--- config.mk ---
export PLATFORM = sky130hd
export DESIGN_NAME = dlf_ram
export DESIGN_NICKNAME = d
export VERILOG_FILES = /design/src/rtl/dlf_ram.sv
export SDC_FILE = /design/constraint.sdc
export NUM_CORES = 1
export LEC_CHECK = 0
export BUFFER_PORTS_ARGS = -buffer_cell sky130_fd_sc_hd__buf_2
export CAP_MARGIN = 40
export CORE_UTILIZATION = 40
export DETAILED_ROUTE_END_ITERATION = 10
export SLEW_MARGIN = 20
export SYNTH_ARGS = -nofsm -noshare
export SYNTH_HDL_FRONTEND = slang
export SYNTH_SLANG_ARGS = --single-unit
export TNS_END_PERCENT = 5
--- constraint.sdc ---
create_clock -name i_clk -period 5.15 [get_ports i_clk]
set_input_delay 1.03 -clock i_clk [delete_from_list [all_inputs] [get_ports i_clk]]
set_output_delay 1.03 -clock i_clk [all_outputs]
set_load 0.02 [all_outputs]
--- src/rtl/dlf_ram.sv ---
`timescale 1ns / 1ps
`default_nettype none

module dlf_ram #(
    parameter int WIDTH = 16,
    parameter int DEPTH = 64
) (
    input  wire logic                     i_clk,
    input  wire logic                     i_we,
    input  wire logic [$clog2(DEPTH)-1:0] i_waddr,
    input  wire logic [WIDTH-1:0]         i_wdata,
    input  wire logic [$clog2(DEPTH)-1:0] i_raddr,
    output logic      [WIDTH-1:0]         o_rdata
);

    logic [WIDTH-1:0] r_mem [DEPTH];

    always_ff @(posedge i_clk) begin
        if (i_we) begin
            r_mem[i_waddr] <= i_wdata;
        end
        o_rdata <= r_mem[i_raddr];
    end

endmodule

`default_nettype wire

-- After elaboration in Yosys (flattened, before gate mapping)
Memory sizes are Yosys's and may differ from the RTL's. A register that Yosys moved wholly into a read port is not among the register bits.
Index checks and enable logic that the tools add are counted.
- muxes and demuxes: 2
- operators by type and width (cell ; number):
    2-to-1 mux 1 bit ; 2
- memories: 1
- logic and storage cells: 3
- register bits: 0
- bits of input ports: 30
- memory bits (writable): 1024
- memory list (memory ; words ; width ; read ports ; clocked after memory_dff ; wr ports ; line ; text):
    r_mem ; 64 ; 16 ; 1 ; 1 ; 1 ; 16 ; logic [WIDTH-1:0] r_mem [DEPTH];

-- Longest topological paths before layout
Gate-level depths: netlist of the first run.
- depth after elaboration: 2
- mapped depth: 10
- mapped depth without buffers: 5

-- Worst setup path after synthesis of the first run
Ideal clock, no wire load.
- path type: input-to-reg
- from: input port i_waddr[3]
- to: memory r_mem[48][0] (enable)
- cell stages on the path: 4
- arrival: 2.656 ns
- data required time: 4.741 ns
- path slack: 2.085 ns
- buffers on the path: 1
- path through: clkbuf_1 nor2b_1 nand4b_1 nor3_1
- RTL lines (what ; line ; text):
    start: declaration ; 10 ; input wire logic [$clog2(DEPTH)-1:0] i_waddr,
    end: declaration ; 16 ;
No word-level cell before the write port.

==> flow_metrics.py, run 1 <==
metrics = {
    "run_status": {
        "status": "finished, final reports clean",
    },
    "setup_path": {
        "worstPathBufferInverterCount": 2,
        "crit_path_top_delay_cell": "a21oi_1",
        "start_kind": "primary input",
        "critPathMaxStageDelay_ns": 0.68,
        "crit_type": "in -> reg",
        "cp_cell_sequence": "buf_8 -> buf_12 -> mux4_1 -> mux2_2 -> a21oi_1 -> nor4_2",
        "cp.required_ns": 5.67,
        "critPathTopFamily": "buffers and inverters",
        "crit_fanout": 55,
        "cp-end-kind": "flip-flop",
        "cp.arrival_ns": 3.80,
    },
    "placed_design": {
        "dp_hpwl_um": 58000,
        "post_dp_cell_area_um2": 42200,
        "globalplace.congestion": 0.831,
        "numPortBuffers": 45,
        "dp_cells": 3170,
    },
    "final_layout": {
        "fin_area_um2": 45600,
        "nets": 2019,
        "num-fill-cells": 8029,
        "final_cells": 3367,
        "drive_gt1_share_pct": 27.5,
        "syn_to_final_growth_pct": 13.9,
        "utilization_pct": 46.2,
    },
    "die": {
        "rows": 115,
        "die_w_um": 318,
        "core_area_um2": 98700,
        "start_util_pct": 40.6,
        "die_y_um": 318,
        "top_level_ports": 46,
        "dieArea_um2": 101000,
    },
    "global_route": {
        "grt-busiest-layer": "met2",
        "grt_start_max_net_pins": 95,
        "use_met2_pct": 30.2,
        "track_usage_pct": 19.2,
        "grt_pass1_wl_um": 141000,
        "grt_pass1_vias": 19500,
        "use_met1_pct": 27.6,
        "grtUsageMet3_pct": 3.42,
        "antenna_found_initial": 5,
        "grt-ovfl-total": 0,
    },
    "routing": {
        "vias": 19300,
        "viasPerCell": 5.72,
        "drt_first_iter_violations": 2250,
        "drt_first_pass_iters": 5,
        "drc": 0,
        "routed_wl_um": 97200,
        "drtAntennaViolNets": 0,
        "wire_per_inst_um": 28.9,
    },
    "logic_synthesis": {
        "yosysSeqAreaShare_pct": 77.6,
        "synthCells": 1829,
        "synth_top_area_share_pct": 76.8,
        "synth_edf_count": 1024,
        "ys_ff_latch": 1040,
        "ys_top_cells_by_area": "edfxtp_1 77%, mux4_2 12%, mux2i_1 2.1%",
        "syn_nets": 1859,
        "async_reset_ff_share_pct": 0,
        "ys.flop_type": "edfxtp_1",
        "synth_common_cells": "1,024 x edfxtp_1, 220 x mux4_2, 85 x mux2i_1",
        "synth_area_um2": 40000,
        "ys_warn_count": 0,
        "yosysMostFrequentCell": "edfxtp_1",
        "yosys.area.top_type": "edfxtp_1",
        "synth_area_per_cell_um2": 21.9,
        "synthDistinctLibCells": 43,
    },
    "clock_network": {
        "cts_resized": 0,
        "cts_root_buffer": "clkbuf_16",
        "numCtsBuffers": 103,
        "clkTransAtPathRegs_ns": 0.06,
        "cts_tree": "done",
        "cts_setup_buffers": 0,
        "cts.sinks": 1040,
        "insertion_delay_ns": 0.67,
        "holdBufCountCts": 0,
        "clockBufferDepth": 3,
        "h-tree-depth": 3,
    },
    "timing": {
        "relSlewSlack_pct": 38.0,
        "slew_violations": 0,
        "post-route-period-util_pct": 63.7,
        "fin_tns_setup_ns": 0,
        "rsz0062_at_grt": "no",
        "min_period_ns": 3.28,
        "hold_viol": 0,
        "clock_skew_ns": 0.0225,
        "tightest_slew_ns": 0.930,
        "setup_viol": 0,
        "max_clock_freq_mhz": 305,
    },
    "flow_run": {
        "cap_viol_max_count": 0,
    },
    "power_and_ir_drop": {
        "ir_drop_mv": 0.253,
        "p_total_mw": 17.8,
        "power.density_nw_per_um2": 391,
        "cellLeakagePower_nw": 14.4,
    },
    "worst_hold_path": {
        "hold_class": "in -> reg",
    },
}
kinds of logic (layout without fill, tap and decap cells):
family,Yosys count,after routing,share of synthesized area (%)
other,0,1,0
buffers and inverters,104,354,1.83
AOI/OAI and AO/OA,129,129,2.41
and+or+nand+nor,220,220,2.65
DFF,1040,1040,77.6
muxes,336,336,15.5
final timing paths:
check                              startpoint             to  slack [ns]  cells past startpoint
worst max register to register  r_mem[28][14]    o_rdata[14]        3.04                      5
worst max-delay path               i_raddr[0]     o_rdata[6]        1.87                      6
worst min register to register    r_mem[2][5]     o_rdata[5]        0.87                      4
worst min-delay path              i_wdata[11]  r_mem[23][11]        0.80                      1
worst register-to-register path: cells and delay by family (launching register included):
kind | cells | cell delay, ns
flip-flops | 1 | 0.39
multiplexers | 2 | 0.78
AND/OR/NAND/NOR | 3 | 0.83
area by class of cell:
class                   count  area [µm²]  share of cell area [%]
clock buffers             137        2770                    6.06
diodes                      1        2.50                 0.00548
repair buffers            159        1270                    2.78
multi-input cells         685        8270                    18.1
clock inverters            58         634                    1.39
well taps                1287        1610                    3.53
flip-flops and latches   1040       31100                    68.1
flip-flops by register name (all words and copies together) (netlist names):
signal / flops
r_mem: 1024
o_rdata: 16
cells in the final DEF, fill, tap and decap left out, types with 24 or more instances in the layout:
cell       Yosys  final
edfxtp_1    1024   1024
mux4_2       220    220
clkbuf_16      0    103
buf_4         13     97
mux2i_1       85     85
nor2_1        72     68
nand2_1       59     59
buf_2         36     43
a22oi_1       39     39
nor2b_1       30     29
clkbuf_1      24     28
mux2_2        27     27
nand3_1       24     24
power breakdown:
part,total (mW),internal [mW],switching (mW)
combinational,0.881,0.315,0.565
clock,7.52,4.39,3.13
sequential,9.42,9.37,0.0529
total,17.8,14.1,3.75
metal layers:
| metal | wire (µm) | up-vias |
|---|---|---|
| li1 | - | 8017 |
| met1 | 41400 | 10300 |
| met2 | 46100 | 781 |
| met3 | 7040 | 156 |
| met4 | 2600 | 4 |
| met5 | 26 | - |
through the flow:
step	worst slack, ns	hold slack [ns]
detailed placement	1.23	0.861
CTS	1.93	0.782
global route	1.78	0.796
global placement	0.956	0.839
finish	1.87	0.802
floorplan	2.09	0.750
Note: power is estimated with default switching activity, not from simulation.
==> run 2, diff against run 1 <==
--- a/config.mk
+++ b/config.mk
@@ -5,6 +5,7 @@
 export SDC_FILE = /design/constraint.sdc
 export NUM_CORES = 1
 export LEC_CHECK = 0
+export ABC_AREA = 1
 export BUFFER_PORTS_ARGS = -buffer_cell sky130_fd_sc_hd__buf_2
 export CAP_MARGIN = 40
 export CORE_UTILIZATION = 40
==> constraint.sdc (replaced) <==
create_clock -name i_clk -period 3.05 [get_ports i_clk]
set_input_delay 0.61 -clock i_clk [delete_from_list [all_inputs] [get_ports i_clk]]
set_output_delay 0.61 -clock i_clk [all_outputs]
set_load 0.02 [all_outputs]
==> run 2 against run 1 <==
Sequential cell count unchanged. Non-clock buffer count rose by 52. Clock power is 70% higher. Critical endpoint is now o_rdata[3]. Largest cell class unchanged.
==> flow_metrics.py, run 2 <==
metrics = {
    "final_layout": {
        "regMostFlops": "r_mem",
        "reg_top3": "r_mem (1024), o_rdata (16)",
        "num-fill-cells": 9340,
        "utilization_pct": 46.1,
        "nets": 3643,
        "most-common-layout-cells": "1,296 x nand2_1, 1,024 x edfxtp_1, 871 x nand3_1, 122 x buf_4, 109 x clkbuf_16",
        "layout_commonest_cell": "nand2_1",
        "syn_to_final_growth_pct": 13.9,
        "largest_reg_flops": 1024,
        "drive_gt1_share_pct": 10.1,
    },
    "timing": {
        "rsz0062_at_grt": "no",
        "min_period_ns": 2.16,
        "max_clock_freq_mhz": 462,
        "clock_skew_ns": 0.0445,
        "hold_ws_ns": 0.186,
        "relSlewSlack_pct": 42.7,
        "fin_ws_ns": 0.886,
        "slew_violations": 0,
        "post-route-period-util_pct": 71.0,
        "hold_viol": 0,
        "tightest_slew_ns": 0.860,
        "setup_viol": 0,
    },
    "logic_synthesis": {
        "synthCells": 3517,
        "ys_top_cells_by_area": "edfxtp_1 73%, nand2_1 12%, nand3_1 10%",
        "ys_ff_latch": 1040,
        "synth_common_cells": "1,296 x nand2_1, 1,024 x edfxtp_1, 871 x nand3_1",
        "synth_area_um2": 42100,
        "synth_edf_count": 1024,
        "syn_nets": 3547,
        "yosysMostFrequentCell": "nand2_1",
        "synth_top_area_share_pct": 73.0,
        "yosysSeqAreaShare_pct": 73.8,
        "ys_warn_count": 0,
        "async_reset_ff_share_pct": 0,
        "ys.flop_type": "edfxtp_1",
        "synth_area_per_cell_um2": 12.0,
        "yosys.area.top_type": "edfxtp_1",
        "synthDistinctLibCells": 16,
    },
    "clock_network": {
        "holdBufCountCts": 0,
        "cts_root_buffer": "clkbuf_16",
        "numCtsBuffers": 108,
        "cts_setup_buffers": 0,
        "clkTransAtPathRegs_ns": 0.06,
        "insertion_delay_ns": 0.72,
        "clockBufferDepth": 3,
        "h-tree-depth": 3,
        "cts.sinks": 1040,
        "cts_resized": 0,
        "cts_tree": "done",
    },
    "power_and_ir_drop": {
        "intPower_mw": 23.6,
        "comb_power_share_pct": 6.5,
        "p_clk_share_pct": 41.6,
        "pwr-share-seq_pct": 51.8,
        "switching_share_pct": 23.1,
        "power.switching_mw": 7.10,
        "power.density_nw_per_um2": 640,
        "cellLeakagePower_nw": 17.3,
        "ir_drop_mv": 0.490,
    },
    "placed_design": {
        "dp_hpwl_um": 67300,
        "numPortBuffers": 45,
        "dp_slack_ns": 0.376,
        "globalplace.congestion": 0.853,
    },
    "global_route": {
        "antenna_found_initial": 10,
        "track_usage_pct": 21.6,
        "grt_start_max_net_pins": 86,
        "grt-ovfl-total": 0,
        "grt_pass1_vias": 25900,
        "grt_pass1_wl_um": 172000,
    },
    "die": {
        "rows": 118,
        "dieArea_um2": 107000,
        "die_y_um": 326,
        "top_level_ports": 46,
        "start_util_pct": 40.5,
        "core_area_um2": 104000,
        "die_w_um": 326,
    },
    "routing": {
        "drt_first_pass_iters": 5,
        "wire_per_inst_um": 22.9,
        "drtAntennaViolNets": 0,
        "vias": 27600,
        "routed_wl_um": 116000,
        "drt_first_iter_violations": 3199,
        "drc": 0,
        "viasPerCell": 5.43,
    },
    "worst_hold_path": {
        "hold_depth": 1,
        "hold_class": "in -> reg",
    },
    "setup_path": {
        "crit_fanout": 1,
        "crit_type": "reg -> out",
        "worstPathBufferInverterCount": 1,
        "crit_path_top_delay_cell": "dfxtp_1",
        "cp_cell_sequence": "buf_2",
        "cp.required_ns": 2.44,
        "worst-r2r-cell-count": 8,
        "start_kind": "flip-flop",
        "critPathTopFamily": "flip-flops",
        "cp-end-kind": "output pin",
        "path_depth": 1,
        "cp.arrival_ns": 1.55,
        "critPathMaxStageDelay_ns": 0.58,
    },
    "run_status": {
        "status": "finished, final reports clean",
    },
    "flow_run": {
        "cap_viol_max_count": 0,
    },
}
[run 2: worst reg2reg max path: cells and delay by family, from the launching register on]
kind             cells  cell delay, ns
AND/OR/NAND/NOR      8            1.08
flip-flops           1            0.35
[run 2: kinds of logic after synthesis]
kind of cell | share of synthesized area [%]
AND/OR/NAND/NOR | 22.7
buffers and inverters | 3.54
flip-flops | 73.8
[run 2: metal layers]
| metal | wire length (µm) | part of all wire, % | track usage (%) |
|---|---|---|---|
| met2 | 54000 | 46 | 33.9 |
| met5 | 59 | 0.051 | 0 |
| met4 | 2230 | 1.9 | 5.43 |
| met3 | 9360 | 8.0 | 3.64 |
| met1 | 50800 | 44 | 31.3 |
[run 2: layout make-up]
type	count	area [µm²]	area share (%)
diodes	1	2.50	0.00522
clock buffers	137	2890	6.03
clock inverters	65	526	1.10
inverters	12	71.3	0.149
multi-input cells	2240	9590	20.0
flip-flops and latches	1040	31100	64.8
well taps	1380	1730	3.60
repair buffers	211	2060	4.29
[run 2: power by group through the flow]
stage,combinational [mW],clock [mW],sequential (mW)
4_1_cts,2.00,12.9,15.9
3_5_place_dp,1.99,0,16.2
6_report,2.00,12.8,15.9
2_1_floorplan,1.06,0,16.2
5_1_grt,2.17,13.5,15.9
3_3_place_gp,1.98,0,16.2
[run 2: final timing paths]
kind                startpoint            end  slack, ns
setup / recovery    o_rdata[3]     o_rdata[3]       0.89
hold / removal     i_wdata[13]  r_mem[10][13]       0.19
setup reg to reg  r_mem[55][0]     o_rdata[0]       1.49
hold reg to reg    r_mem[4][6]     o_rdata[6]       0.80
[run 2: through the flow]
step	cell area [µm²]	instances	power [mW]	setup TNS, ns
3_3_place_gp	44500	4882	18.2	0
3_5_place_dp	44500	4882	18.2	0
2_1_floorplan	42100	3517	17.2	-14.60
4_1_cts	47900	5084	30.8	0
5_1_grt	47900	5085	31.5	0
6_report	47900	5086	30.7	0
