<file path="config.mk">
export PLATFORM = sky130hd
export DESIGN_NAME = dlf_act
export DESIGN_NICKNAME = d
export VERILOG_FILES = /design/src/rtl/dlf_pkg.sv /design/src/rtl/dlf_act.sv
export SDC_FILE = /design/constraint.sdc
export NUM_CORES = 1
export LEC_CHECK = 0
export BUFFER_PORTS_ARGS = -buffer_cell sky130_fd_sc_hd__buf_2
export CAP_MARGIN = 0
export CORE_ASPECT_RATIO = 0.6
export CORE_MARGIN = 2
export CORE_UTILIZATION = 43
export DETAILED_ROUTE_END_ITERATION = 16
export MAX_ROUTING_LAYER = met4
export PLACE_DENSITY_LB_ADDON = 0.15
export SYNTH_ARGS = -nofsm -noshare
export SYNTH_HDL_FRONTEND = slang
export SYNTH_SLANG_ARGS = --single-unit
</file>
<file path="constraint.sdc">
create_clock -name i_clk -period 10.6 [get_ports i_clk]
set_input_delay 1.59 -clock i_clk [delete_from_list [all_inputs] [get_ports i_clk]]
set_output_delay 1.59 -clock i_clk [all_outputs]
set_load 0.01 [all_outputs]
</file>
<file path="src/rtl/dlf_pkg.sv">
`timescale 1ns / 1ps
`default_nettype none

package dlf_pkg;

    // Sizes of the stores
    localparam int MAX_INPUTS  = 64;
    localparam int MAX_OUTPUTS = 64;
    localparam int IN_W        = $clog2(MAX_INPUTS);
    localparam int OUT_W       = $clog2(MAX_OUTPUTS);
    localparam int WADDR_W     = IN_W + OUT_W;

    // Field and datapath widths
    localparam int LEN_W   = 7;
    localparam int MODE_W  = 2;
    localparam int SLOPE_W = 8;
    localparam int OP_W    = 2;
    localparam int VAL_W   = 16;
    localparam int FRAC_W  = 8;
    localparam int PROD_W  = 2 * VAL_W;
    localparam int ACC_W   = 40;
    localparam int CFG_W   = 8;
    localparam int CFG_IDX_W = 2;

    // Operation codes
    localparam logic [OP_W-1:0] OP_WEIGHT = 2'd0;
    localparam logic [OP_W-1:0] OP_BIAS   = 2'd1;
    localparam logic [OP_W-1:0] OP_SAMPLE = 2'd2;

    // Register indexes
    localparam logic [CFG_IDX_W-1:0] CFG_INPUT_LENGTH  = 2'd0;
    localparam logic [CFG_IDX_W-1:0] CFG_OUTPUT_LENGTH = 2'd1;
    localparam logic [CFG_IDX_W-1:0] CFG_ACT_MODE      = 2'd2;
    localparam logic [CFG_IDX_W-1:0] CFG_LEAKY_SLOPE   = 2'd3;

    // Activation codes; anything else passes the logit through
    localparam logic [MODE_W-1:0] ACT_RELU  = 2'd1;
    localparam logic [MODE_W-1:0] ACT_LEAKY = 2'd2;

    // Reset values of the registers
    localparam logic [LEN_W-1:0]   RST_INPUT_LENGTH  = 7'd64;
    localparam logic [LEN_W-1:0]   RST_OUTPUT_LENGTH = 7'd64;
    localparam logic [MODE_W-1:0]  RST_ACT_MODE      = 2'd0;
    localparam logic [SLOPE_W-1:0] RST_LEAKY_SLOPE   = 8'd3;

    localparam logic signed [ACC_W-1:0] ACC_MAX = {1'b0, {(ACC_W-1){1'b1}}};
    localparam logic signed [ACC_W-1:0] ACC_MIN = {1'b1, {(ACC_W-1){1'b0}}};
    localparam logic signed [VAL_W-1:0] VAL_MAX = {1'b0, {(VAL_W-1){1'b1}}};
    localparam logic signed [VAL_W-1:0] VAL_MIN = {1'b1, {(VAL_W-1){1'b0}}};

    // Control of the multiply-accumulate pipeline
    typedef struct packed {
        logic             valid;
        logic             first;
        logic [OUT_W-1:0] col;
    } t_mac_ctl;

    // Control of the result stage
    typedef struct packed {
        logic             load_logit;
        logic             load_out;
        logic [OUT_W-1:0] col;
        logic             last;
    } t_act_ctl;

    // Clamp a length register to 1..lim
    function automatic logic [LEN_W-1:0] clamp_len(input logic [LEN_W-1:0] v,
                                                   input logic [LEN_W-1:0] lim);
        logic [LEN_W-1:0] r;
        if (v == '0) begin
            r = LEN_W'(1);
        end else if (v > lim) begin
            r = lim;
        end else begin
            r = v;
        end
        return r;
    endfunction

endpackage

`default_nettype wire

</file>
<file path="src/rtl/dlf_act.sv">
`timescale 1ns / 1ps
`default_nettype none

module dlf_act (
    input  wire logic                               i_clk,
    input  wire logic                               i_rst_n,
    input  wire dlf_pkg::t_act_ctl                  i_ctl,
    input  wire logic signed [dlf_pkg::ACC_W-1:0]   i_acc,
    input  wire logic        [dlf_pkg::MODE_W-1:0]  i_mode,
    input  wire logic        [dlf_pkg::SLOPE_W-1:0] i_slope,
    input  wire logic                               i_out_ready,
    output logic                                    o_out_valid,
    output logic             [dlf_pkg::OUT_W-1:0]   o_neuron_index,
    output logic signed      [dlf_pkg::VAL_W-1:0]   o_logit_value,
    output logic signed      [dlf_pkg::VAL_W-1:0]   o_activated_value,
    output logic                                    o_last
);
    import dlf_pkg::*;

    localparam int SH_W = ACC_W - FRAC_W;
    localparam int LK_W = VAL_W + SLOPE_W + 1;

    logic signed [VAL_W-1:0] r_logit;
    logic signed [VAL_W-1:0] n_logit;
    logic signed [SH_W-1:0]  w_shift;
    logic signed [LK_W-1:0]  w_leaky;
    logic signed [VAL_W-1:0] n_act;

    // Floor shift, then clip to Q7.8
    assign w_shift = i_acc[ACC_W-1:FRAC_W];

    always_comb begin
        if (w_shift > SH_W'(VAL_MAX)) begin
            n_logit = VAL_MAX;
        end else if (w_shift < SH_W'(VAL_MIN)) begin
            n_logit = VAL_MIN;
        end else begin
            n_logit = w_shift[VAL_W-1:0];
        end
    end

    assign w_leaky = LK_W'(r_logit) * $signed({1'b0, i_slope});

    always_comb begin
        n_act = r_logit;
        if (r_logit[VAL_W-1]) begin
            unique case (i_mode)
                ACT_RELU:  n_act = '0;
                ACT_LEAKY: n_act = w_leaky[VAL_W+FRAC_W-1:FRAC_W];
                default:   n_act = r_logit;
            endcase
        end
    end

    always_ff @(posedge i_clk) begin
        if (!i_rst_n) begin
            o_out_valid <= 1'b0;
        end else if (i_ctl.load_out) begin
            o_out_valid <= 1'b1;
        end else if (i_out_ready) begin
            o_out_valid <= 1'b0;
        end
        if (i_ctl.load_logit) begin
            r_logit <= n_logit;
        end
        if (i_ctl.load_out) begin
            o_neuron_index    <= i_ctl.col;
            o_logit_value     <= r_logit;
            o_activated_value <= n_act;
            o_last            <= i_ctl.last;
        end
    end

endmodule

`default_nettype wire

</file>
# Word-level counts from Yosys, hierarchy flattened
# Cells that the tools add are included.
word_totals:
  reg_bits: 56
  input_bits: 62
  out_inout_bits: 40
classes:
  n_mul: 1
  order_cmp: 2
  n_eq_ne: 2
  mux: 5
  reduce_logical: 1
op_table:
  columns: ["op", "count"]
  rows:
  - ["$gt 32x16->1 const B", 1]
  - ["$lt 32x16->1 const B", 1]
  - ["$pmux 16 s2", 1]
  - ["$mul 16x9->24", 1]
  - ["$mux 16", 1]
  - ["$mux 15", 1]
  - ["$eq 2x1->1 const B", 1]
  - ["$eq 2x2->1 const B", 1]
  - ["$mux 1", 2]
  - ["$reduce_bool 2->1", 1]

# Logic depth before layout (Yosys ltp)
# Gate-level depths: netlist of the first run.
logic_depth:
  depth_word: 3
  ltp_mapped: 19
  ltp_nobuf: 17

# Worst setup path before layout of the first run
# No wires, ideal clock.
synth_timing:
  kind: "input to register"
  start: "in i_slope[5] (netlist name)"
  end: "reg o_activated_value[11] (netlist name) (data pin)"
  setup_time_ns: 0.261
  arrival_ns: 5.655
  t_required_ns: 10.339
  setup_slack_ns: 4.684
  path_stages: 16
  n_path_buf: 1
  path_cell_list: "clkbuf_1 -> nand2_1 -> fa_1 -> inv_1 -> fa_1 -> fa_1 -> inv_1 -> fa_1 -> inv_1 -> ha_1 -> a21oi_1 -> o21ai_0 -> a31oi_1 -> o21ai_4 -> a31o_2 -> a221o_1"
synth_via:
  elab_chain_cells: 3
synth_lines:
  columns: ["item", "line_no", "text"]
  rows:
  - ["start: declaration", "dlf_act.sv:10", "input wire logic [dlf_pkg::SLOPE_W-1:0] i_slope,"]
  - ["$mul 16x9->24", "dlf_act.sv:42", "assign w_leaky = LK_W'(r_logit) * $signed({1'b0, i_slope});"]
  - ["$pmux 16 s2", "dlf_act.sv:47", "unique case (i_mode)"]
  - ["$mux 15", "dlf_act.sv:46", "if (r_logit[VAL_W-1]) begin"]
  - ["via n_act[11]", "dlf_act.sv:27", "logic signed [VAL_W-1:0] n_act;"]
  - ["end signal: assignment", "dlf_act.sv:69", "o_activated_value <= n_act;"]
  - ["end: declaration", "dlf_act.sv:15", "output logic signed [dlf_pkg::VAL_W-1:0] o_activated_value,"]
# The timed path passes the listed nets, and every way through them passes these cells.
# A chain may end at the register's enable or synchronous reset.

# Worst setup path after layout of the first run
layout_timing:
  start: "in i_slope[2] (netlist name)"
  end: "reg o_activated_value[11] (netlist name) (data pin)"
# Same word-level chain as after synthesis.

==> results.py, run 1 <==
metrics = {
    "synthesis": {
        "synth_seq_area_share_pct": 24.9,
        "synth_compound_area_share_pct": 9.93,
        "synth_top_area_share_pct": 29.5,
        "synthAdderAreaFrac_pct": 37.9,
        "synth_cells": 676,
        "netlist_top_cells_area": "fa_1, edfxtp_1, ha_1",
        "yosysWarnings": 0,
        "synth_xor_area_share_pct": 1.96,
        "syn_area_um2": 6720,
        "syn_avg_cell_area_um2": 9.94,
        "yosys.area_share.simple_pct": 15.1,
        "syn-num-nets": 882,
        "synth_top_area_cell": "fa_1",
        "synth_top_family_by_area": "adder cells",
        "synth_mux_area_share_pct": 0.149,
        "synth_edf_count": 55,
        "ys_ff_latch": 56,
        "synthArstFlopShare_pct": 0,
        "ys.flop_type": "edfxtp_1",
        "ys_types": 56,
    },
    "clock_network": {
        "clk_path_buf_depth": 2,
        "cts_root_buffer": "clkbuf_16",
        "ctsResizeCount": 0,
        "cts_setup_buffers": 0,
        "clock_latency_ns": 0.29,
        "holdBufCountCts": 0,
        "cts_tree": "done",
        "cts_buffers": 5,
        "cts-htree-levels": 2,
        "cts.sinks": 56,
        "clk_pin_slew_ns": 0.07,
    },
    "place": {
        "hpwl_um": 13300,
        "port_buffers": 93,
        "globalplace.congestion": 0.883,
        "place_inst": 942,
    },
    "timing": {
        "whs_ns": 0.602,
        "rsz0062_at_grt": "no",
        "setup_viol_count_final": 0,
        "finalHoldViolations": 0,
        "slew_viol_final": 0,
        "finalSetupTns_ns": 0,
        "finClkSkew_ns": 0.00403,
        "fmax_ghz": 0.166,
        "worst_slew_pin_slew_ns": 0.878,
        "period_needed_ns": 6.04,
        "fin_crit_sh_pct": 57.0,
        "relSlewSlack_pct": 41.5,
    },
    "routing": {
        "dr.pass1.iters": 4,
        "viasPerCell": 5.06,
        "wl_per_cell_um": 17.2,
        "drc": 0,
        "ant_nets": 0,
        "vias": 4811,
        "first_iter_violations": 347,
        "wirelength_um": 16300,
    },
    "power_and_ir_drop": {
        "power_frac_seq_pct": 16.2,
        "clockPowerShare_pct": 8.8,
        "p_int_mw": 0.916,
        "p_leak_nw": 3.62,
        "ir_drop_mv": 0.121,
        "sw_frac_of_total_pct": 50.5,
        "powerDensity_nw_per_um2": 248,
        "combinationalPowerShare_pct": 75.0,
        "power.switching_mw": 0.933,
    },
    "grt": {
        "first_global_vias": 4975,
        "grt_usage_pct": 21.1,
        "grt_util_met3_pct": 1.36,
        "grt_max_degree": 41,
        "busiest_layer": "met1",
        "grtUsageMet2_pct": 30.2,
        "grt_overflow": 0,
        "antenna_found_initial": 0,
        "use_met1_pct": 33.8,
        "grt_first_pass_wirelength_um": 26300,
    },
    "setup_path": {
        "required_ns": 10.63,
        "reg2reg_to": "o_activated_value[12]",
        "critPathSlowestCell": "fa_1",
        "r2r_start": "r_logit[15]",
        "cp_cell_sequence": "buf_2 > nand2_1 > fa_1 > inv_1 > fa_1 > fa_1 > inv_1 > fa_1 > inv_1 > ha_1 > a21oi_1 > o21ai_0 > a31oi_1 > o21ai_4 > a31o_2 > a221o_1",
        "startpoint": "i_slope[2]",
        "critical_path_class": "primary input to flop",
        "cp_slowest_stage_delay_ns": 0.55,
        "critPathCaptureType": "flop",
        "path_max_fanout": 16,
        "cp-endpoint": "o_activated_value[11]",
        "crit_top_cell": "fa_1",
        "r2r.worst_path.cells": 16,
        "arrival_ns": 6.07,
        "rrSetupSlack_ns": 5.39,
        "critPathLaunchType": "primary input",
    },
    "cells_and_area": {
        "diodes": 0,
        "multi_input_area_um2": 4380,
        "final_cells": 950,
        "register_area_um2": 1670,
        "layout-drive-gt1-share_pct": 16.1,
        "fillerInstances": 1450,
        "nets": 952,
        "syn_to_final_growth_pct": 11.0,
    },
    "run_status": {
        "outcome": "complete, no violations",
    },
    "hold_path": {
        "min_path_type": "flop to flop",
    },
    "floorplanning": {
        "start_util_pct": 43.8,
        "die_h_um": 101,
        "coreArea_um2": 15300,
        "io_pins": 102,
        "die_area_um2": 16700,
        "rows": 35,
        "die_w_um": 165,
    },
    "run": {
        "maxCapViolations": 0,
    },
}
==> worst min-delay path by stage <==
| stage | cells after the start | slack (ns) | to | from |
|---|---|---|---|---|
| after floorplan | 0 | 0.42 | o_logit_value[12] | r_logit[12] |
| after global placement | 2 | 0.55 | o_out_valid | o_out_valid |
| after detailed placement | 2 | 0.60 | o_out_valid | o_out_valid |
| after CTS | 2 | 0.61 | o_out_valid | o_out_valid |
| after global routing | 2 | 0.66 | o_out_valid | o_out_valid |
| final | 2 | 0.60 | o_out_valid | o_out_valid |
==> cells by family (layout without fill, tap and decap cells) <==
logic type,Yosys count,in the layout
simple gates,197,197
buf+inv,172,243
xor+xnor,15,15
mux,1,1
fa+ha+maj,144,144
compound gates,91,91
flops,56,56
==> Yosys cell counts (5+ instances only) <==
library cell  instances
nand2_1              84
xor2_1                7
and3_1                7
edfxtp_1             55
ha_1                 45
o21a_1               18
o21ai_0              13
nor2_1                8
inv_1               140
xnor2_1               8
nand4_1               8
a21o_1               11
a21oi_1              17
fa_1                 99
and2_1               59
nand3_1               7
clkbuf_1             25
and2_2                5
==> layout make-up <==
class	count	share of cell area, %
Sequential cell	56	22.4
Tap cell	203	3.41
Inverter	140	7.05
Multi-Input combinational cell	448	58.7
Clock inverter	3	0.319
Clock buffer	5	1.68
Timing Repair Buffer	95	6.44
==> power groups by stage <==
stage,combinational (mW),sequential (mW),clock [mW]
after floorplan,1.09,0.294,0
after global placement,1.36,0.302,0
after detailed placement,1.37,0.303,0
after CTS,1.38,0.299,0.167
after global routing,1.58,0.302,0.175
final,1.39,0.299,0.164
==> registers in the layout (all words and copies together), names as in the netlist <==
name,count
o_logit_value,16
r_logit,16
o_activated_value,16
o_neuron_index,6
o_last,1
o_out_valid,1
==> routing by layer <==
layer  wire, µm  part of all wire (%)
met1       8600                    53
met2       6310                    39
met3       1340                   8.2
met4         76                  0.47
met5          0                     0
==> per-stage QoR <==
stage	instance area (µm²)	utilization [%]	total power, mW	setup WS [ns]
3_5_place_dp	7310	47.7	1.68	4.30
5_1_grt	7460	48.6	2.06	4.31
6_report	7460	48.6	1.85	4.56
4_1_cts	7460	48.6	1.85	4.60
2_1_floorplan	6720	-	1.38	4.68
3_3_place_gp	7310	47.7	1.66	4.31
==> critical path: cells and delay by family <==
kind | cells | cell delay, ns
and+or+nand+nor | 1 | 0.14
buffers and inverters | 4 | 0.48
adders and majority gates | 5 | 2.42
AOI/OAI and AO/OA | 6 | 1.42
==> cells in the final DEF (no fill, tap or decap), types with 3 or more instances in the layout <==
cell,n
edfxtp_1,55
nand3_1,7
xor2_1,7
and2_1,59
nor2_1,8
nor3_1,3
nand2_1,84
and3_1,7
buf_2,93
a21o_1,11
and2_2,5
o21a_1,18
ha_1,45
o21ai_0,13
fa_1,99
inv_1,140
nand4_1,8
a21oi_1,17
clkbuf_16,5
nor4_1,4
o2111ai_1,4
xnor2_1,8
nand2b_1,3
Note: power is estimated with default switching activity, not from simulation.
==> run 2, diff against run 1 <==
Clock period 10.6 ns to 5.53 ns, I/O delays scaled along.
==> results.py, run 2 (synthesis gave the netlist of run 1 again) <==
metrics = {
    "run_status": {
        "outcome": "complete, no violations",
    },
    "power_and_ir_drop": {
        "sw_frac_of_total_pct": 49.1,
        "power_frac_seq_pct": 15.2,
        "power.switching_mw": 1.84,
        "p_leak_nw": 3.74,
        "ir_drop_mv": 0.233,
        "combinationalPowerShare_pct": 76.7,
        "powerDensity_nw_per_um2": 491,
        "clockPowerShare_pct": 8.1,
        "p_int_mw": 1.90,
    },
    "timing": {
        "finClkSkew_ns": 0.00595,
        "fin_crit_sh_pct": 93.0,
        "slew_viol_final": 0,
        "relSlewSlack_pct": 41.1,
        "rsz0062_at_grt": "no",
        "whs_ns": 0.589,
        "period_needed_ns": 5.14,
        "finalSetupTns_ns": 0,
        "setup_viol_count_final": 0,
        "worst_slew_pin_slew_ns": 0.884,
        "fmax_ghz": 0.194,
        "finalHoldViolations": 0,
    },
    "clock_network": {
        "cts-htree-levels": 2,
        "clock_latency_ns": 0.29,
        "cts.sinks": 56,
        "cts_buffers": 5,
        "ctsResizeCount": 0,
        "cts_setup_buffers": 0,
        "cts_tree": "done",
        "clk_path_buf_depth": 2,
        "holdBufCountCts": 0,
        "cts_root_buffer": "clkbuf_16",
        "clk_pin_slew_ns": 0.07,
    },
    "floorplanning": {
        "start_util_pct": 43.8,
        "die_h_um": 101,
        "die_w_um": 165,
        "die_area_um2": 16700,
        "rows": 35,
        "coreArea_um2": 15300,
        "io_pins": 102,
    },
    "setup_path": {
        "critical_path_class": "primary input to flop",
        "critPathLaunchType": "primary input",
        "cp_slowest_stage_delay_ns": 0.55,
        "critPathSlowestCell": "fa_1",
        "required_ns": 5.57,
        "path_max_fanout": 12,
        "arrival_ns": 5.18,
        "critPathTopFamily": "adder cells",
        "cp_cell_sequence": "buf_2 > nand2_1 > fa_1 > inv_1 > fa_1 > fa_1 > inv_1 > fa_1 > inv_1 > ha_1 > a21oi_1 > o21ai_0 > a31oi_1 > o21ai_4 > a31o_2 > a221o_1",
        "critPathCaptureType": "flop",
        "cp_num_buf_inv": 4,
        "crit_top_cell": "fa_1",
    },
    "place": {
        "hpwl_um": 14200,
        "port_buffers": 93,
        "globalplace.congestion": 0.882,
        "placed_area_um2": 7480,
    },
    "grt": {
        "grt_usage_pct": 21.6,
        "grt_max_degree": 41,
        "first_global_vias": 4892,
        "grt_overflow": 0,
        "grt_first_pass_wirelength_um": 26400,
        "antenna_found_initial": 0,
    },
    "routing": {
        "dr.pass1.iters": 5,
        "wirelength_um": 17000,
        "first_iter_violations": 373,
        "vias": 4960,
        "ant_nets": 0,
        "wl_per_cell_um": 17.5,
        "viasPerCell": 5.10,
        "drc": 0,
    },
    "cells_and_area": {
        "largestRegisters": "o_activated_value (16), o_logit_value (16), r_logit (16)",
        "stdcell_area_um2": 7620,
        "syn_to_final_growth_pct": 13.5,
        "layout-drive-gt1-share_pct": 18.3,
        "layout_commonest_cell": "inv_1",
        "nets": 975,
        "final_cell_mix": "inv_1, fa_1, buf_2",
        "diodes": 0,
    },
    "hold_path": {
        "min_path_type": "flop to flop",
    },
    "run": {
        "maxCapViolations": 0,
    },
}
==> run 2: cell types whose count changed in the layout (fill, tap and decap cells not counted) <==
cell,previous run,this run
clkbuf_1,0,2
clkinvlp_4,2,0
buf_4,2,25
==> run 2: worst paths after layout <==
kind / start / to / slack (ns) / cells past startpoint
setup / recovery: i_slope[2] / o_activated_value[11] / 0.39 / 16
setup reg to reg: r_logit[8] / o_activated_value[11] / 0.48 / 15
hold reg to reg: o_out_valid / o_out_valid / 0.59 / 2
hold / removal: o_out_valid / o_out_valid / 0.59 / 2
==> run 2: metrics by stage <==
stage / cells / total power [mW] / util [%] / setup WS, ns
after detailed placement: 965 / 3.42 / 48.8 / 0.124
final: 973 / 3.74 / 49.7 / 0.388
after global placement: 965 / 3.36 / 48.8 / 0.106
after floorplan: 676 / 2.65 / - / 0.375
after CTS: 973 / 3.74 / 49.7 / 0.418
after global routing: 973 / 4.14 / 49.7 / 0.154
==> run 2: final cells by class <==
class,count,area (µm²)
repair buffers,118,653
well taps,203,254
clock buffers,7,133
inverters,140,526
clock inverters,1,8.76
flip-flops and latches,56,1670
multi-input cells,448,4380
fillers,1463,7710
==> run 2: tightest hold or removal path, stage by stage (launching register included) <==
cell and delay, ns:
dfxtp_1 0.32, nor2b_1 0.12, o21a_1 0.12
==> run 2: power by group through the flow <==
| stage | clock network [mW] | registers [mW] | logic, mW |
|---|---|---|---|
| detailed placement | 0 | 0.577 | 2.84 |
| floorplan | 0 | 0.564 | 2.09 |
| global placement | 0 | 0.577 | 2.79 |
| CTS | 0.308 | 0.569 | 2.86 |
| global route | 0.321 | 0.573 | 3.25 |
| finish | 0.301 | 0.569 | 2.87 |
==> run 2: per-layer routing <==
layer,GRT usage [%],part of all wire [%],vias to the layer above
li1,-,-,2328
met1,35.1,53,2445
met2,29.9,38,175
met3,1.36,7.2,12
met4,3.78,1.2,0
met5,-,0,-
==> run 3, diff against run 2 <==
Settings changed: ABC_AREA set to 1, BUFFER_PORTS_ARGS -buffer_cell sky130_fd_sc_hd__buf_2 to -buffer_cell sky130_fd_sc_hd__buf_4, CORE_UTILIZATION 43 to 45.
==> results.py, run 3 <==
metrics = {
    "run_status": {
        "outcome": "complete, no violations",
    },
    "setup_path": {
        "arrival_ns": 5.05,
        "r2r_start": "r_logit[15]",
        "cp_num_buf_inv": 8,
        "startpoint": "i_slope[0]",
        "crit_top_cell": "inv_1",
        "reg2reg_to": "o_activated_value[15]",
        "cp_cell_sequence": "buf_4 > nand2_1 > inv_1 > fa_1 > inv_1 > fa_1 > inv_1 > fa_1 > inv_1 > fa_1 > inv_1 > ha_1 > a21oi_1 > nand2_1 > inv_1 > nor2_1 > nor2_1 > nand3_1 > nand2_1 > nand3_1 > nand2_1 > inv_1",
        "r2r.worst_path.cells": 21,
        "required_ns": 5.60,
        "cp_slowest_stage_delay_ns": 0.57,
        "critPathSlowestCell": "fa_1",
        "cp-endpoint": "o_activated_value[15]",
        "worst-path-stages": 22,
        "critPathTopFamily": "adder cells",
        "critPathLaunchType": "primary input",
        "critPathCaptureType": "flop",
        "critical_path_class": "primary input to flop",
        "path_max_fanout": 16,
        "rrSetupSlack_ns": 0.57,
    },
    "clock_network": {
        "cts_root_buffer": "clkbuf_16",
        "cts_setup_buffers": 0,
        "holdBufCountCts": 0,
        "cts_tree": "done",
        "cts_buffers": 5,
        "clk_path_buf_depth": 2,
        "cts.sinks": 56,
        "clock_latency_ns": 0.30,
        "clk_pin_slew_ns": 0.08,
        "cts-htree-levels": 2,
        "ctsResizeCount": 0,
    },
    "power_and_ir_drop": {
        "p_leak_nw": 4.47,
        "ir_drop_mv": 0.226,
        "powerDensity_nw_per_um2": 476,
    },
    "synthesis": {
        "ys_ff_latch": 56,
        "synth_compound_area_share_pct": 5.46,
        "yosys.area_share.simple_pct": 18.6,
        "synth_top_area_cell": "fa_1",
        "synthAdderAreaFrac_pct": 36.0,
        "synth_top_area_share_pct": 28.0,
        "synth_cells": 858,
        "synth_mux_area_share_pct": 0,
        "ys_types": 36,
        "synth_xor_area_share_pct": 0.743,
        "netlist_top_cells_area": "fa_1, edfxtp_1, inv_1",
        "synth.most_common_cell": "inv_1",
        "synth_common_cells": "inv_1, nand2_1, fa_1",
        "syn_area_um2": 7080,
        "synth_top_family_by_area": "adder cells",
        "yosysWarnings": 0,
        "synth_edf_count": 55,
        "syn_avg_cell_area_um2": 8.25,
        "ys.flop_type": "edfxtp_1",
        "syn-num-nets": 1064,
        "synthArstFlopShare_pct": 0,
        "synth_seq_area_share_pct": 23.6,
    },
    "place": {
        "port_buffers": 93,
        "hpwl_um": 13600,
        "globalplace.congestion": 0.885,
        "placed_area_um2": 7880,
    },
    "routing": {
        "dr.pass1.iters": 4,
        "drc": 0,
        "wirelength_um": 16900,
        "viasPerCell": 4.76,
        "vias": 5370,
        "ant_nets": 0,
        "wl_per_cell_um": 15.0,
        "first_iter_violations": 302,
    },
    "cells_and_area": {
        "stdcell_area_um2": 8050,
        "syn_to_final_growth_pct": 13.8,
        "layout-drive-gt1-share_pct": 15.6,
        "layout_commonest_cell": "inv_1",
        "fillerInstances": 1505,
        "multi_input_area_um2": 4300,
        "largestRegisters": "o_activated_value (16), o_logit_value (16), r_logit (16)",
        "postLayoutCoreUtil_pct": 52.4,
        "nets": 1130,
        "final_cell_mix": "inv_1, nand2_1, fa_1",
        "register_area_um2": 1670,
        "diodes": 0,
    },
    "timing": {
        "setup_viol_count_final": 0,
        "rsz0062_at_grt": "no",
        "finalHoldViolations": 0,
        "period_needed_ns": 4.98,
        "finClkSkew_ns": 0.00501,
        "worst_slew_pin_slew_ns": 0.888,
        "fin_crit_sh_pct": 90.0,
        "slew_viol_final": 0,
        "fmax_ghz": 0.201,
        "relSlewSlack_pct": 40.8,
        "finalSetupTns_ns": 0,
    },
    "grt": {
        "grt_usage_pct": 22.6,
        "first_global_vias": 5529,
        "antenna_found_initial": 0,
        "grt_first_pass_wirelength_um": 28900,
        "grt_overflow": 0,
        "grt_max_degree": 41,
    },
    "run": {
        "maxCapViolations": 0,
    },
    "floorplanning": {
        "rows": 35,
        "die_h_um": 101,
        "coreArea_um2": 15400,
        "io_pins": 102,
        "die_area_um2": 16800,
        "start_util_pct": 46.0,
        "die_w_um": 166,
    },
    "hold_path": {
        "min_path_type": "flop to flop",
    },
}
-- run 3: cell type report --
cell class,instances,area share (%)
clock inverters,3,0.591
clock buffers,5,1.55
well taps,203,3.16
multi-input cells,518,53.5
inverters,247,11.5
repair buffers,96,8.95
flip-flops and latches,56,20.8
-- run 3: routing by layer --
layer	global-route usage (%)	up-vias	part of all wire, %
li1	-	2653	-
met1	34.3	2539	54
met2	32.7	165	39
met3	3.24	13	5.9
met4	3.48	0	0.92
met5	-	-	0
-- run 3: worst min-delay path by stage --
| stage | startpoint | end | slack [ns] | cells past startpoint |
|---|---|---|---|---|
| after floorplan | r_logit[10] | o_logit_value[10] | 0.42 | 0 |
| after global placement | o_out_valid | o_out_valid | 0.56 | 3 |
| after detailed placement | o_out_valid | o_out_valid | 0.57 | 3 |
| after CTS | o_out_valid | o_out_valid | 0.58 | 3 |
| after global routing | o_out_valid | o_out_valid | 0.62 | 3 |
| final | o_out_valid | o_out_valid | 0.58 | 3 |
-- run 3: logic make-up after synthesis --
group	count (synthesis)
buffers and inverters	284
flip-flops	56
AO/OA/AOI/OAI	61
XOR/XNOR	6
adder cells (fa/ha/maj)	144
AND/OR/NAND/NOR	307
-- run 3: report_power, final --
part           internal, mW  switching [mW]  total (mW)
logic                  1.05            1.84        2.89
clock network         0.216           0.168       0.384
registers             0.520          0.0462       0.566
-- run 3: through the flow --
step | setup slack [ns] | hold slack (ns) | power, mW | cells
2_1_floorplan | 0.563 | 0.424 | 2.73 | 858
3_3_place_gp | 0.261 | 0.564 | 3.40 | 1120
3_5_place_dp | 0.259 | 0.570 | 3.43 | 1120
4_1_cts | 0.581 | 0.584 | 3.85 | 1128
5_1_grt | 0.224 | 0.615 | 4.34 | 1128
6_report | 0.554 | 0.580 | 3.84 | 1128
-- run 3: worst register-to-register path: cells and delay by family (launching register included) --
family	cells	cell delay (ns)
adders and majority gates	5	2.50
DFF	1	0.62
and+or+nand+nor	8	0.83
buffers and inverters	7	0.53
AOI/OAI and AO/OA	1	0.24
